$ cat src/hw/rtl/mcst_pkg.sv
`timescale 1ns / 1ps

package mcst_pkg;

  localparam int unsigned CHANNELS = 16;
  localparam int unsigned CH_IDX_W = (CHANNELS > 1) ? $clog2(CHANNELS) : 1;

  localparam int unsigned STATUS_W = 8;
  localparam int unsigned DATA_W   = 7;
  localparam int unsigned CHAN_W   = 4;
  localparam int unsigned PARAM_W  = 4;
  localparam int unsigned VALUE_W  = 14;
  localparam int unsigned RPN_W    = 14;
  localparam int unsigned WORD_W   = 16;

  localparam logic [RPN_W-1:0] RPN_RESET = '1;

  // upper nibble of the status byte
  localparam logic [3:0] KIND_CTRL    = 4'hB;
  localparam logic [3:0] KIND_PROGRAM = 4'hC;
  localparam logic [3:0] KIND_BEND    = 4'hE;

  // controller numbers
  localparam logic [DATA_W-1:0] CC_MOD        = 7'd1;
  localparam logic [DATA_W-1:0] CC_DATA_MSB   = 7'd6;
  localparam logic [DATA_W-1:0] CC_VOLUME     = 7'd7;
  localparam logic [DATA_W-1:0] CC_PAN        = 7'd10;
  localparam logic [DATA_W-1:0] CC_DATA_LSB   = 7'd38;
  localparam logic [DATA_W-1:0] CC_PEDAL      = 7'd64;
  localparam logic [DATA_W-1:0] CC_REVERB     = 7'd91;
  localparam logic [DATA_W-1:0] CC_CHORUS     = 7'd93;
  localparam logic [DATA_W-1:0] CC_DATA_INC   = 7'd96;
  localparam logic [DATA_W-1:0] CC_DATA_DEC   = 7'd97;
  localparam logic [DATA_W-1:0] CC_NRPN_LSB   = 7'd98;
  localparam logic [DATA_W-1:0] CC_NRPN_MSB   = 7'd99;
  localparam logic [DATA_W-1:0] CC_RPN_LSB    = 7'd100;
  localparam logic [DATA_W-1:0] CC_RPN_MSB    = 7'd101;

  typedef enum logic [1:0] {
    SEL_NONE = 2'd0,
    SEL_RPN  = 2'd1,
    SEL_NRPN = 2'd2
  } sel_e;

  typedef enum logic [PARAM_W-1:0] {
    PARAM_PROGRAM = 4'd0,
    PARAM_VOLUME  = 4'd1,
    PARAM_PAN     = 4'd2,
    PARAM_BEND    = 4'd3,
    PARAM_RANGE   = 4'd4,
    PARAM_MOD     = 4'd5,
    PARAM_REVERB  = 4'd6,
    PARAM_CHORUS  = 4'd7,
    PARAM_PEDAL   = 4'd8
  } param_e;

  typedef struct packed {
    logic [RPN_W-1:0]  rpn_number;
    logic              rpn_lsb_seen;
    logic              rpn_msb_seen;
    logic              nrpn_lsb_seen;
    logic              nrpn_msb_seen;
    sel_e              last_selected;
    logic [WORD_W-1:0] bend_range_word;
  } chan_state_t;

  localparam chan_state_t CHAN_STATE_RESET = '{
    rpn_number:      RPN_RESET,
    rpn_lsb_seen:    1'b0,
    rpn_msb_seen:    1'b0,
    nrpn_lsb_seen:   1'b0,
    nrpn_msb_seen:   1'b0,
    last_selected:   SEL_NONE,
    bend_range_word: '0
  };

  typedef struct packed {
    logic [STATUS_W-1:0] status_byte;
    logic [DATA_W-1:0]   data_first;
    logic [DATA_W-1:0]   data_second;
  } msg_t;

  typedef struct packed {
    logic               has_update;
    logic [CHAN_W-1:0]  channel;
    param_e             which_param;
    logic [VALUE_W-1:0] value;
  } result_t;

  typedef struct packed {
    logic                en;
    logic [CH_IDX_W-1:0] idx;
    chan_state_t         data;
  } state_wr_t;

endpackage

$ cat src/hw/rtl/mcst_state.sv
`timescale 1ns / 1ps

module mcst_state (
  input  logic                              clk_i,
  input  logic                              rst_ni,
  input  logic [mcst_pkg::CH_IDX_W-1:0]     rd_idx_i,
  output mcst_pkg::chan_state_t             rd_data_o,
  input  mcst_pkg::state_wr_t               wr_i
);

  mcst_pkg::chan_state_t entry_q [mcst_pkg::CHANNELS];

  always_ff @(posedge clk_i or negedge rst_ni) begin
    if (!rst_ni) begin
      for (int unsigned i = 0; i < mcst_pkg::CHANNELS; i++) begin
        entry_q[i] <= mcst_pkg::CHAN_STATE_RESET;
      end
    end else if (wr_i.en) begin
      entry_q[wr_i.idx] <= wr_i.data;
    end
  end

  assign rd_data_o = entry_q[rd_idx_i];

endmodule

$ cat src/hw/rtl/mcst_decode.sv
`timescale 1ns / 1ps

module mcst_decode (
  input  mcst_pkg::msg_t                    msg_i,
  input  logic                              fire_i,
  output logic [mcst_pkg::CH_IDX_W-1:0]     rd_idx_o,
  input  mcst_pkg::chan_state_t             cur_i,
  output mcst_pkg::state_wr_t               wr_o,
  output mcst_pkg::result_t                 res_o
);

  logic [3:0]                    kind;
  logic [mcst_pkg::CHAN_W-1:0]   chan;
  logic [mcst_pkg::DATA_W-1:0]   d1;
  logic [mcst_pkg::DATA_W-1:0]   d2;
  logic                          ch_ok;
  logic                          bend_sel;
  logic                          data_ctl;
  logic                          sel_ctl;
  mcst_pkg::chan_state_t         nxt;

  assign kind  = msg_i.status_byte[7:4];
  assign chan  = msg_i.status_byte[3:0];
  assign d1    = msg_i.data_first;
  assign d2    = msg_i.data_second;
  assign ch_ok = ({1'b0, chan} < 5'(mcst_pkg::CHANNELS));

  assign rd_idx_o = mcst_pkg::CH_IDX_W'(chan);
  assign bend_sel = (cur_i.last_selected == mcst_pkg::SEL_RPN) && (cur_i.rpn_number == '0);

  always_comb begin
    nxt      = cur_i;
    data_ctl = 1'b0;
    sel_ctl  = 1'b0;
    res_o.has_update  = 1'b0;
    res_o.channel     = chan;
    res_o.which_param = mcst_pkg::PARAM_PROGRAM;
    res_o.value       = '0;

    if (ch_ok) begin
      case (kind)
        mcst_pkg::KIND_PROGRAM: begin
          res_o.has_update  = 1'b1;
          res_o.which_param = mcst_pkg::PARAM_PROGRAM;
          res_o.value       = {7'd0, d1};
        end
        mcst_pkg::KIND_BEND: begin
          res_o.has_update  = 1'b1;
          res_o.which_param = mcst_pkg::PARAM_BEND;
          res_o.value       = {d2, d1};
        end
        mcst_pkg::KIND_CTRL: begin
          res_o.value = {7'd0, d2};
          case (d1)
            mcst_pkg::CC_VOLUME: begin
              res_o.has_update  = 1'b1;
              res_o.which_param = mcst_pkg::PARAM_VOLUME;
            end
            mcst_pkg::CC_PAN: begin
              res_o.has_update  = 1'b1;
              res_o.which_param = mcst_pkg::PARAM_PAN;
            end
            mcst_pkg::CC_MOD: begin
              res_o.has_update  = 1'b1;
              res_o.which_param = mcst_pkg::PARAM_MOD;
            end
            mcst_pkg::CC_REVERB: begin
              res_o.has_update  = 1'b1;
              res_o.which_param = mcst_pkg::PARAM_REVERB;
            end
            mcst_pkg::CC_CHORUS: begin
              res_o.has_update  = 1'b1;
              res_o.which_param = mcst_pkg::PARAM_CHORUS;
            end
            mcst_pkg::CC_PEDAL: begin
              res_o.has_update  = 1'b1;
              res_o.which_param = mcst_pkg::PARAM_PEDAL;
            end
            mcst_pkg::CC_NRPN_MSB: begin
              sel_ctl = 1'b1;
              nxt.nrpn_msb_seen = 1'b1;
              nxt.last_selected = cur_i.nrpn_lsb_seen ? mcst_pkg::SEL_NRPN : mcst_pkg::SEL_NONE;
            end
            mcst_pkg::CC_NRPN_LSB: begin
              sel_ctl = 1'b1;
              nxt.nrpn_lsb_seen = 1'b1;
              nxt.last_selected = cur_i.nrpn_msb_seen ? mcst_pkg::SEL_NRPN : mcst_pkg::SEL_NONE;
            end
            mcst_pkg::CC_RPN_MSB: begin
              sel_ctl = 1'b1;
              nxt.rpn_number[13:7] = d2;
              nxt.rpn_msb_seen     = 1'b1;
              nxt.last_selected = cur_i.rpn_lsb_seen ? mcst_pkg::SEL_RPN : mcst_pkg::SEL_NONE;
            end
            mcst_pkg::CC_RPN_LSB: begin
              sel_ctl = 1'b1;
              nxt.rpn_number[6:0] = d2;
              nxt.rpn_lsb_seen    = 1'b1;
              nxt.last_selected = cur_i.rpn_msb_seen ? mcst_pkg::SEL_RPN : mcst_pkg::SEL_NONE;
            end
            mcst_pkg::CC_DATA_MSB: begin
              data_ctl = 1'b1;
              nxt.bend_range_word = {2'b00, d2, cur_i.bend_range_word[6:0]};
            end
            mcst_pkg::CC_DATA_LSB: begin
              data_ctl = 1'b1;
              nxt.bend_range_word = {2'b00, cur_i.bend_range_word[13:7], d2};
            end
            mcst_pkg::CC_DATA_INC: begin
              data_ctl = 1'b1;
              nxt.bend_range_word = cur_i.bend_range_word + {9'd0, d2};
            end
            mcst_pkg::CC_DATA_DEC: begin
              data_ctl = 1'b1;
              nxt.bend_range_word = cur_i.bend_range_word - {9'd0, d2};
            end
            default: begin
              res_o.value = '0;
            end
          endcase
          if (data_ctl && bend_sel) begin
            res_o.has_update  = 1'b1;
            res_o.which_param = mcst_pkg::PARAM_RANGE;
            res_o.value       = {7'd0, nxt.bend_range_word[13:7]};
          end else if (!res_o.has_update) begin
            res_o.value = '0;
          end
        end
        default: begin
          res_o.has_update = 1'b0;
        end
      endcase
    end
  end

  assign wr_o.en   = fire_i && ch_ok && (kind == mcst_pkg::KIND_CTRL)
                     && (sel_ctl || (data_ctl && bend_sel));
  assign wr_o.idx  = rd_idx_o;
  assign wr_o.data = nxt;

endmodule

$ cat src/hw/rtl/midi_channel_state_tracker_core.sv
`timescale 1ns / 1ps

// channel | direction | beat payload
// in      | sink      | status_byte_i, data_first_i, data_second_i
// out     | source    | has_update_o, channel_o, which_param_o, value_o
//
// one beat per cycle sustained while out_ready_i is high; each beat passes the
// input register, then per-channel read-modify-write into the result register
// state of a beat is written as it moves to the result register, so the next
// beat sees it
// reset clears all channel state at once, no sweep
// a stalled result holds both stages; in_ready_o drops only when both are full

module midi_channel_state_tracker_core (
  input  logic                              clk_i,
  input  logic                              rst_ni,
  input  logic                              in_valid_i,
  output logic                              in_ready_o,
  input  logic [mcst_pkg::STATUS_W-1:0]     status_byte_i,
  input  logic [mcst_pkg::DATA_W-1:0]       data_first_i,
  input  logic [mcst_pkg::DATA_W-1:0]       data_second_i,
  output logic                              out_valid_o,
  input  logic                              out_ready_i,
  output logic                              has_update_o,
  output logic [mcst_pkg::CHAN_W-1:0]       channel_o,
  output logic [mcst_pkg::PARAM_W-1:0]      which_param_o,
  output logic [mcst_pkg::VALUE_W-1:0]      value_o
);

  logic                              in_valid_q;
  mcst_pkg::msg_t                    msg_q;
  logic                              out_valid_q;
  mcst_pkg::result_t                 res_q;
  mcst_pkg::result_t                 res_d;
  logic                              out_free;
  logic                              advance;
  logic [mcst_pkg::CH_IDX_W-1:0]     rd_idx;
  mcst_pkg::chan_state_t             cur;
  mcst_pkg::state_wr_t               wr;

  assign out_free   = !out_valid_q || out_ready_i;
  assign advance    = in_valid_q && out_free;
  assign in_ready_o = !in_valid_q || out_free;

  always_ff @(posedge clk_i or negedge rst_ni) begin
    if (!rst_ni) begin
      in_valid_q  <= 1'b0;
      out_valid_q <= 1'b0;
    end else begin
      if (in_ready_o) begin
        in_valid_q <= in_valid_i;
      end
      if (out_free) begin
        out_valid_q <= in_valid_q;
      end
    end
  end

  always_ff @(posedge clk_i) begin
    if (in_valid_i && in_ready_o) begin
      msg_q <= '{status_byte: status_byte_i, data_first: data_first_i,
                 data_second: data_second_i};
    end
    if (advance) begin
      res_q <= res_d;
    end
  end

  mcst_decode u_decode (
    .msg_i    (msg_q),
    .fire_i   (advance),
    .rd_idx_o (rd_idx),
    .cur_i    (cur),
    .wr_o     (wr),
    .res_o    (res_d)
  );

  mcst_state u_state (
    .clk_i     (clk_i),
    .rst_ni    (rst_ni),
    .rd_idx_i  (rd_idx),
    .rd_data_o (cur),
    .wr_i      (wr)
  );

  assign out_valid_o   = out_valid_q;
  assign has_update_o  = res_q.has_update;
  assign channel_o     = res_q.channel;
  assign which_param_o = res_q.which_param;
  assign value_o       = res_q.value;

  a_no_update_zero : assert property (@(posedge clk_i) disable iff (!rst_ni)
    out_valid_o && !has_update_o |-> (which_param_o == mcst_pkg::PARAM_PROGRAM)
      && (value_o == '0))
    else $error("result without update carries a value");

  a_narrow_value : assert property (@(posedge clk_i) disable iff (!rst_ni)
    out_valid_o && (which_param_o != mcst_pkg::PARAM_BEND) |-> (value_o[13:7] == '0))
    else $error("seven-bit parameter has high value bits set");

  a_state_write_on_advance : assert property (@(posedge clk_i) disable iff (!rst_ni)
    wr.en |-> advance)
    else $error("channel state written without a beat moving");

  a_stage_holds : assert property (@(posedge clk_i) disable iff (!rst_ni)
    in_valid_q && !out_free |=> in_valid_q && $stable(msg_q))
    else $error("input stage lost a stalled beat");

endmodule
$ cat config.mk
export PLATFORM = sky130hd
export DESIGN_NAME = midi_channel_state_tracker_core
export DESIGN_NICKNAME = d
export VERILOG_FILES = /design/src/hw/rtl/mcst_pkg.sv /design/src/hw/rtl/mcst_state.sv /design/src/hw/rtl/mcst_decode.sv /design/src/hw/rtl/midi_channel_state_tracker_core.sv
export SDC_FILE = /design/constraint.sdc
export NUM_CORES = 1
export LEC_CHECK = 0
export BUFFER_PORTS_ARGS = -buffer_cell sky130_fd_sc_hd__buf_2
export CAP_MARGIN = 20
export CORE_ASPECT_RATIO = 1.5
export CORE_MARGIN = 2
export CORE_UTILIZATION = 45
export DETAILED_ROUTE_END_ITERATION = 8
export GPL_TIMING_DRIVEN = 1
export MAX_ROUTING_LAYER = met4
export PLACE_DENSITY = 0.57
export SLEW_MARGIN = 20
export SYNTH_ARGS = -nofsm -noshare
export SYNTH_HDL_FRONTEND = slang
export SYNTH_SLANG_ARGS = --single-unit
$ cat constraint.sdc
create_clock -name clk_i -period 6.9 [get_ports clk_i]
set_input_delay 0.69 -clock clk_i [delete_from_list [all_inputs] [get_ports clk_i]]
set_output_delay 0.69 -clock clk_i [all_outputs]
set_load 0.02 [all_outputs]
Word level (Yosys, flattened, before mapping)
Index checks and enable logic that the tools add are counted.
- add/sub/neg operators: 2
- order comparisons: 2
- eq/ne operators: 18
- muxes and demuxes: 33
- bitwise operators: 1
- reduce and logical (&&, ||, !) cells: 19
- operators with widths (operator ; count):
    576-bit bitwise mux ; 1
    36-bit binary-select mux with 4-bit select ; 1
    36-bit demux with 4-bit select ; 1
    36-bit two-way mux ; 4
    16-bit case mux with 4 select lines ; 1
    7-bit equality test, second input constant ; 9
    18-bit case mux with 3 select lines ; 1
    4-bit case mux with 6 select lines ; 1
    7-bit two-way mux ; 3
    16-bit by 7-bit adder with 16-bit output ; 1
    16-bit by 7-bit subtractor with 16-bit output ; 1
    7-bit by 3-bit equality test with 1-bit output, second input constant ; 2
    14-bit logical NOT ; 1
    14-bit two-way mux ; 1
    14-bit OR reduction ; 1
    1-bit two-way mux ; 13
    4-bit equality test, second input constant ; 3
    1-bit logical AND ; 8
    8-bit two-way mux ; 1
    2-bit case mux with 4 select lines ; 1
    4-bit OR reduction ; 2
    7-bit by 1-bit equality test with 1-bit output, second input constant ; 1
    7-bit by 4-bit equality test with 1-bit output, second input constant ; 1
    7-bit by 6-bit equality test with 1-bit output, second input constant ; 1
    other kinds (11) ; 15
- flip-flop bits (word level): 623
- input port bits: 26
- output and inout bits: 25
- word-level logic and storage cells: 196

Longest topological paths before layout
Gate-level depths: netlist of run 1.
- depth after elaboration: 9
- gate-level depth with buffers: 21
- mapped depth without buffers: 15

Cells and area by module
A second synthesis of run 1 with hierarchy kept.
- cells, all modules: 1977
- area, all modules: 29988.8 um^2
- by module, submodules not included (module ; times used ; cells an instance ; area an instance (um^2)):
    mcst_state ; 1 ; 1570 ; 26177.6
    mcst_decode ; 1 ; 354 ; 2356.0
    midi_channel_state_tracker_core ; 1 ; 53 ; 1455.1

Worst setup path after synthesis of run 1
No wires, ideal clock.
- path type: register to register
- start point: register msg_q[14] (netlist bit)
- end point: register u_state.entry_q[10] (netlist bit)
- data arrival time: 5615 ps
- path slack: 1148 ps
- stages on the path, launching flop included: 22
- buffers on the path: 7
- clock period less this slack: 5752 ps
- cell sequence: edfxtp_1 -> buf_2 -> buf_4 -> buf_2 -> buf_4 -> buf_4 -> buf_2 -> mux4_2 -> mux4_2 -> inv_1 -> ha_1 -> inv_1 -> fa_1 -> a211oi_1 -> o21bai_1 -> a2111oi_0 -> o41ai_1 -> xor2_1 -> a22o_1 -> a22oi_1 -> clkbuf_1 -> a2bb2oi_1
- cells in the longest elaborated chain, start to end: 9
- RTL lines (item ; RTL line ; source):
    start, declared ; midi_channel_state_tracker_core.sv:31 ; mcst_pkg::msg_t msg_q;
    start signal, assigned ; midi_channel_state_tracker_core.sv:61 ; msg_q <= '{status_byte: status_byte_i, data_first: data_first_i,
    4-bit NOT with 5-bit output (implied by the code) * ; mcst_state.sv:19, mcst_state.sv:23 ;
    branches (longest 8 deep; another with 16-bit by 7-bit subtractor with 16-bit output) ; n/a ;
    end signal, assigned by index ; mcst_state.sv:16 ; entry_q[i] <= mcst_pkg::CHAN_STATE_RESET;
    end signal, assigned by index ; mcst_state.sv:19 ; entry_q[wr_i.idx] <= wr_i.data;
    end, declared ; mcst_state.sv:11 ; mcst_pkg::chan_state_t entry_q [mcst_pkg::CHANNELS];
Every way passes the cells marked *. The select of a mux whose other input is x is not followed.
A chain may end at the register's enable or synchronous reset.

Worst setup path in the final report of run 1
Same ends and word-level chain as after synthesis.

==> results of run 1 <==
==> worst paths after layout <==
check / depth (start not counted) / to / slack, ns / from
setup / recovery: 16 / u_state.entry_q[10]$_DFFE_PN0P_ / 1.69 / msg_q[14]$_DFFE_PP_
hold / removal: 1 / u_state.entry_q[89]$_DFFE_PN0P_ / 0.16 / rst_ni
setup reg to reg: 16 / u_state.entry_q[10]$_DFFE_PN0P_ / 1.69 / msg_q[14]$_DFFE_PP_
hold reg to reg: 1 / u_state.entry_q[211]$_DFFE_PN1P_ / 0.50 / u_state.entry_q[211]$_DFFE_PN1P_
max in group asynchronous: 2 / u_state.entry_q[437]$_DFFE_PN0P_ / 5.25 / rst_ni
min in group clk_i: 1 / msg_q[1]$_DFFE_PP_ / 0.23 / data_second_i[1]
==> layer usage <==
| layer | GRT usage | vias to the layer above | share of wire | wire (um) |
|---|---|---|---|---|
| met5 | - | - | 0 | 0 |
| met4 | 0.1458 | 0 | 0.053 | 4696 |
| met3 | 0.04190 | 248 | 0.054 | 4825 |
| met2 | 0.4950 | 746 | 0.52 | 46180 |
| met1 | 0.3545 | 10140 | 0.38 | 33650 |
| li1 | - | 7809 | - | - |
==> state kept, by name (all words and copies together) (netlist names) <==
| signal | flops |
|---|---|
| u_state.entry_q | 544 |
| msg_q | 22 |
| in_valid_q | 1 |
| value_o | 14 |
| has_update_o | 1 |
| which_param_o | 4 |
| channel_o | 4 |
| out_valid_o | 1 |
==> cell type report <==
cell class / count / share of cell area
antenna: 2 / 0.0001624
clock buffer: 75 / 0.05177
clock inverter: 32 / 0.01165
inverter: 74 / 0.009013
multi-input combinational: 1123 / 0.3610
sequential: 591 / 0.4963
tap: 791 / 0.03212
timing repair buffer: 143 / 0.03800
==> cell families (layout without fill, tap and decap cells) <==
family / Yosys count / after routing / share of synthesized area
buf+inv: 262 / 324 / 0.04509
xor+xnor: 14 / 14 / 0.004441
fa+ha+maj: 15 / 15 / 0.007069
compound gates: 696 / 696 / 0.2102
simple gates: 227 / 227 / 0.05062
other cells: 0 / 2 / 0
mux: 171 / 171 / 0.1287
flops: 591 / 591 / 0.5539
==> where the power goes <==
part	switching, mW	total (mW)	internal [mW]
clock	1.43	3.29	1.86
sequential	0.0344	3.58	3.55
combinational	0.256	0.370	0.114
total	1.72	7.24	5.52
==> through the flow <==
stage | area, sq um | util
after floorplan | 27610 | -
after global placement | 28820 | 0.4727
after detailed placement | 28840 | 0.4730
after CTS | 30790 | 0.5051
after global routing | 30820 | 0.5054
final | 30820 | 0.5054
==> Yosys cell counts, types with 4 or more instances <==
library cell,count
nand3_1,24
nand2_1,57
nor4_1,6
or3_1,5
buf_2,68
edfxtp_1,45
xor2_1,6
buf_1,13
o2bb2ai_1,49
inv_1,74
mux4_2,147
nand3b_1,4
dfrtp_1,322
xnor2_1,8
o21ai_0,22
mux2i_1,22
a211oi_1,8
nor2b_1,11
clkbuf_1,65
dfstp_2,224
a2bb2oi_1,354
nor2_1,39
buf_4,38
a22o_1,8
nor3_4,14
o22a_1,128
nor3_1,9
nor2_4,16
or2_2,8
and2_1,5
and3_1,6
nand2b_1,11
o22ai_1,20
a21oi_1,29
a22oi_1,38
ha_1,14
a221oi_1,5
==> impl_metrics.env, run 1 <==
export IMPL_overflow=0
export IMPL_cts_clk_slew_worst_paths_ns=0.07
export IMPL_cts_buffers=57
export IMPL_cp_arrival_ns=5.71
export IMPL_cts_setup_buffers=0
export IMPL_rows=111
export IMPL_drv_slew=0
export IMPL_final_cells=2831
export IMPL_drive_above_1_share=0.3278
export IMPL_ctsResizeCount=0
export IMPL_cts_hold_buffers=0
export IMPL_portBuffers=50
export IMPL_synth_top_area_frac=0.2918
export IMPL_die_h_um=307.4
export IMPL_avgSynthCellArea_sq_um=13.97
export IMPL_antenna_left=0
export IMPL_yosysSeqAreaShare=0.5539
export IMPL_synth_main_ff_cell="dfrtp_1"
export IMPL_syn_area_sq_um=27610
export IMPL_multi_input_area_sq_um=11120
export IMPL_max_vdd_ir_drop_v=0.0001892
export IMPL_min_period_ns=5.214
export IMPL_wl_per_cell_um=31.56
export IMPL_min_path_type="in -> async"
export IMPL_clock_latency_ns=0.64
export IMPL_area_growth_pct=11.60
export IMPL_hold_viol=0
export IMPL_totalWireLength_um=89340
export IMPL_critical_path_max_fanout=16
export IMPL_drt_pass1_iterations=5
export IMPL_drcViolationCount=0
export IMPL_tightest_slew_ns=1.080
export IMPL_clockBufferDepth=3
export IMPL_pin_count=51
export IMPL_die_area_sq_um=63400
export IMPL_async_flop_share=0.9239
export IMPL_p_leak_nw=12.82
export IMPL_htreeDepth=2
export IMPL_end_kind="register"
export IMPL_cts_root_buf="clkbuf_16"
export IMPL_grt_max_degree=165
export IMPL_design_core_area_sq_um=60970
export IMPL_yosys_top_cells_area="dfrtp_1 29%, dfstp_2 21%, mux4_2 12%"
export IMPL_netlist_instances=1976
export IMPL_fin_ws_ns=1.686
export IMPL_dieWidth_um=206.3
export IMPL_cts_tree="done"
export IMPL_critical_path_top_delay_family="compound AO/OA/AOI/OAI gates"
export IMPL_clock_fmax_mhz=191.8
export IMPL_fin_tns_setup_ns=0
export IMPL_drt_iter0_drc=1436
export IMPL_antenna_found_initial=2
export IMPL_synth_enable_flop_cells=45
export IMPL_dp_cells=2722
export IMPL_synthDistinctLibCells=70
export IMPL_start_kind="register"
export IMPL_timing_final_crit_share=0.7556
export IMPL_yosysTopAreaCell="dfrtp_1"
export IMPL_status="complete, no violations"
export IMPL_place_congestion=0.9010
export IMPL_fin_nets=2031
export IMPL_crit_path_top_delay_cell="a2111oi_0"
export IMPL_relSlewSlack=0.2776
export IMPL_seq_area_sq_um=15290
export IMPL_cap_violations=0
export IMPL_syn_nets=2017
export IMPL_grt_first_pass_wirelength_um=134200
export IMPL_critPathBufInv=4
export IMPL_whs_ns=0.1616
export IMPL_setup_viol=0
export IMPL_numClockSinks=591
export IMPL_num_vias=18940
export IMPL_viasPerCell=6.692
export IMPL_required_ns=7.40
export IMPL_criticalPathCategory="reg -> reg"
export IMPL_cp_cell_sequence="buf_4 > mux4_2 > mux4_2 > inv_1 > ha_1 > inv_1 > fa_1 > a211oi_1 > o21bai_1 > a2111oi_0 > o41ai_1 > xor2_1 > a22o_1 > a22oi_1 > buf_4 > a2bb2oi_1"
export IMPL_ys_seq_elements=591
export IMPL_finalClockSkew_ns=0.02015
export IMPL_p_total_mw=7.242
export IMPL_layout_common_cells="354 x a2bb2oi_1, 322 x dfrtp_1, 224 x dfstp_2, 147 x mux4_2, 128 x o22a_1"
export IMPL_initial_utilization=0.4529
export IMPL_ys_warn_count=0
export IMPL_cpPeakStageDelay_ns=0.60
export IMPL_track_usage=0.2975
export IMPL_nFillCells=5175
export IMPL_powerDensity_nw_per_um2=235.0
export IMPL_grt_pass1_vias=20260
export IMPL_hpwl_um=56420
export IMPL_pre_cts_ws_ns=1.700
export IMPL_final_common_cell="a2bb2oi_1"
export IMPL_grt_setup_unrepaired="no"
(Power assumes the default switching activity.)
==> inputs of run 2 (changes only) <==
Settings changed: ABC_AREA from default to 1, PLACE_DENSITY 0.57 to 0.6.
Clock period 6.9 ns to 4.4 ns, I/O delays scaled along.
==> run 2 against run 1 <==
Compared with the run above: setup slack worse by 1.4 ns; fmax up 25%; non-clock buffer count up 79; via count up 56%; register-to-register slack worse by 1.4 ns; synthesized cell count up 100%; sequential share of layout area down 5.3 points; combinational power up 140%; synthesized area up 12%; largest cell class unchanged; largest power group unchanged.
==> impl_metrics.env, run 2 <==
export IMPL_synth_simple_area_share=0.3878
export IMPL_fin_nets=4023
export IMPL_antenna_left=0
export IMPL_largest_reg_flops=544
export IMPL_timing_final_crit_share=0.9453
export IMPL_relSlewSlack=0.3383
export IMPL_wl_per_cell_um=24.55
export IMPL_overflow=0
export IMPL_min_period_ns=4.159
export IMPL_status="complete, no violations"
export IMPL_final_cells=4925
export IMPL_swShare=0.2646
export IMPL_portBuffers=50
export IMPL_synth_compound_area_frac=0.04664
export IMPL_min_path_type="in -> reg"
export IMPL_yosysTopAreaCell="dfrtp_1"
export IMPL_required_ns=4.98
export IMPL_layout_common_cells="1960 x nand2_1, 502 x nand4_1, 322 x dfrtp_1, 224 x dfstp_2, 147 x nand3_1"
export IMPL_synth_enable_flop_cells=45
export IMPL_pin_count=51
export IMPL_cts_clk_slew_worst_paths_ns=0.06
export IMPL_dieWidth_um=218.4
export IMPL_ys_seq_elements=591
export IMPL_hold_viol=0
export IMPL_num_vias=29480
export IMPL_ys_warn_count=0
export IMPL_avgSynthCellArea_sq_um=7.686
export IMPL_clockBufferDepth=3
export IMPL_comb_power_share=0.075
export IMPL_yosysMostFrequentCell="nand2_1"
export IMPL_area_growth_pct=11.28
export IMPL_synth_main_ff_cell="dfrtp_1"
export IMPL_drcViolationCount=0
export IMPL_drt_iter0_drc=3593
export IMPL_clock_fmax_mhz=240.4
export IMPL_p_int_mw=8.593
export IMPL_synth_xor_area_share=0.001412
export IMPL_dpl_cell_area_sq_um=32210
export IMPL_grt_pass1_vias=28450
export IMPL_drive_above_1_share=0.1473
export IMPL_syn_nets=4076
export IMPL_numClockSinks=591
export IMPL_initial_utilization=0.4556
export IMPL_totalWireLength_um=120900
export IMPL_viasPerCell=5.986
export IMPL_place_congestion=1.026
export IMPL_drv_slew=0
export IMPL_fin_area_sq_um=34510
export IMPL_yosysSeqAreaShare=0.4931
export IMPL_drt_pass1_iterations=8
export IMPL_htreeDepth=2
export IMPL_synthDistinctLibCells=44
export IMPL_end_kind="register"
export IMPL_tightest_slew_ns=0.9915
export IMPL_largest_register="u_state.entry_q"
export IMPL_antenna_found_initial=2
export IMPL_cap_violations=0
export IMPL_netlist_instances=4035
export IMPL_clock_latency_ns=0.67
export IMPL_design_core_area_sq_um=68070
export IMPL_hpwl_um=69950
export IMPL_p_leak_nw=17.38
export IMPL_final_common_cell="nand2_1"
export IMPL_critical_path_max_fanout=16
export IMPL_rows=117
export IMPL_grt_setup_unrepaired="no"
export IMPL_max_vdd_ir_drop_v=0.0003271
export IMPL_grt_first_pass_wirelength_um=181900
export IMPL_yosys_top_cells_count="1962 x nand2_1, 502 x nand4_1, 322 x dfrtp_1, 224 x dfstp_2, 156 x clkbuf_1"
export IMPL_pre_cts_ws_ns=0.0004889
export IMPL_criticalPathCategory="reg -> reg"
export IMPL_cp_arrival_ns=4.74
export IMPL_nFillCells=6773
export IMPL_cts_tree="done"
export IMPL_async_flop_share=0.9239
export IMPL_start_kind="register"
export IMPL_syn_area_sq_um=31010
export IMPL_cts_buffers=59
export IMPL_cts_root_buf="clkbuf_16"
export IMPL_dp_cells=4783
export IMPL_fin_ws_ns=0.2405
export IMPL_track_usage=0.3474
export IMPL_grt_max_degree=195
export IMPL_yosys_mux_area_fraction=0
export IMPL_seq_power_share=0.479
export IMPL_setup_viol=0
export IMPL_finalClockSkew_ns=0.03386
export IMPL_p_clk_frac=0.447
export IMPL_synth_top_area_frac=0.2598
export IMPL_die_h_um=325.5
export IMPL_synth_top_family_by_area="simple AND/OR/NAND/NOR gates"
export IMPL_synthAdderAreaFrac=0.006293
export IMPL_die_area_sq_um=71080
export IMPL_p_switching_mw=3.092
export IMPL_powerDensity_nw_per_um2=338.6
export IMPL_yosys_top_cells_area="dfrtp_1 26%, nand2_1 24%, dfstp_2 19%"
==> run 2: cell types whose count changed after synthesis, moves of 63 or more <==
| cell | delta |
|---|---|
| nand2_1 | +1905 |
| nor2_1 | +63 |
| clkbuf_1 | +91 |
| a2bb2oi_1 | -354 |
| o22a_1 | -128 |
| nand4_1 | +501 |
| nand3_1 | +123 |
| mux4_2 | -147 |
| a22oi_1 | +70 |
==> run 2: area by class of cell <==
type / count / area (sq um) / area share
diodes: 1 / 2.502 / 0.00007250
repair buffers: 222 / 1872 / 0.05423
well taps: 892 / 1116 / 0.03234
inverters: 93 / 361.6 / 0.01048
clock inverters: 28 / 299.0 / 0.008664
multi-input cells: 3015 / 13910 / 0.4031
clock buffers: 83 / 1657 / 0.04800
flip-flops and latches: 591 / 15290 / 0.4431
==> run 2: critical path: stages (launching register included) <==
cell	delay, ns
edfxtp_1	0.40
buf_4	0.23
clkinv_2	0.11
nor2_4	0.06
buf_4	0.20
a22oi_1	0.20
a21oi_1	0.11
or2_2	0.30
nor2_1	0.14
buf_4	0.18
inv_1	0.06
ha_1	0.33
a21oi_1	0.24
o21ai_0	0.17
nor2_1	0.22
inv_1	0.09
nand2_1	0.07
nand2_1	0.05
o22ai_1	0.20
nand2_1	0.08
o21ai_1	0.09
buf_4	0.28
nand4_1	0.13
nand2_1	0.12
==> run 2: cell families (layout without fill, tap and decap cells) <==
logic type      Yosys count  in the layout
compound gates          227            227
fa+ha+maj                15             15
other cells               0              1
buf+inv                 430            426
xor+xnor                  5              5
flops                   591            591
simple gates           2767           2768
==> run 2: what timing repair did <==
item | CTS | global route
hold buffers | 22 | 0
gates cloned | 0 | 1
pin swaps | 0 | 1
hold endpoints to repair | 69 | 0
endpoints found under the setup margin | 16 | 122
gates resized for setup | 1 | 11
buffers inserted | 0 | 6
==> run 2: final timing paths <==
| path | end | startpoint | slack, ns | depth (start not counted) |
|---|---|---|---|---|
| worst min-delay path | msg_q[14]$_DFFE_PP_ | status_byte_i[0] | 0.04 | 1 |
| max in group asynchronous | out_valid_o$_DFFE_PN0P_ | rst_ni | 2.88 | 3 |
| worst min register to register | u_state.entry_q[239]$_DFFE_PN1P_ | u_state.entry_q[239]$_DFFE_PN1P_ | 0.46 | 2 |
| min in group asynchronous | u_state.entry_q[4]$_DFFE_PN0P_ | rst_ni | 0.34 | 2 |
| worst max-delay path | u_state.entry_q[293]$_DFFE_PN0P_ | msg_q[14]$_DFFE_PP_ | 0.24 | 23 |
| worst max register to register | u_state.entry_q[293]$_DFFE_PN0P_ | msg_q[14]$_DFFE_PP_ | 0.24 | 23 |
==> run 2: stage by stage <==
step | setup TNS [ns] | util | power, mW | hold WS [ns]
after floorplan | 0 | - | 6.059 | 0.1444
after global placement | -0.9526 | 0.4731 | 6.523 | 0.4490
after detailed placement | 0 | 0.4732 | 6.515 | 0.4521
after CTS | 0 | 0.5052 | 11.71 | 0.01077
after global routing | 0 | 0.5070 | 12.00 | 0.01615
final | 0 | 0.5070 | 11.69 | 0.03904
==> run 2: metal layers <==
| metal | global-route usage | up-vias | part of all wire |
|---|---|---|---|
| met2 | 0.5506 | 1330 | 0.48 |
| met1 | 0.4405 | 14500 | 0.40 |
| met5 | - | - | 0 |
| met4 | 0.1516 | 0 | 0.049 |
| met3 | 0.05238 | 333 | 0.075 |
| li1 | - | 13320 | - |
==> run 2: power by group through the flow <==
stage          registers [mW]  clock network [mW]  logic (mW)
6_report                 5.59                5.22       0.873
5_1_grt                  5.59                5.49       0.911
4_1_cts                  5.59                5.27       0.846
3_5_place_dp             5.69                   0       0.827
3_3_place_gp             5.69                   0       0.835
2_1_floorplan            5.71                   0       0.354
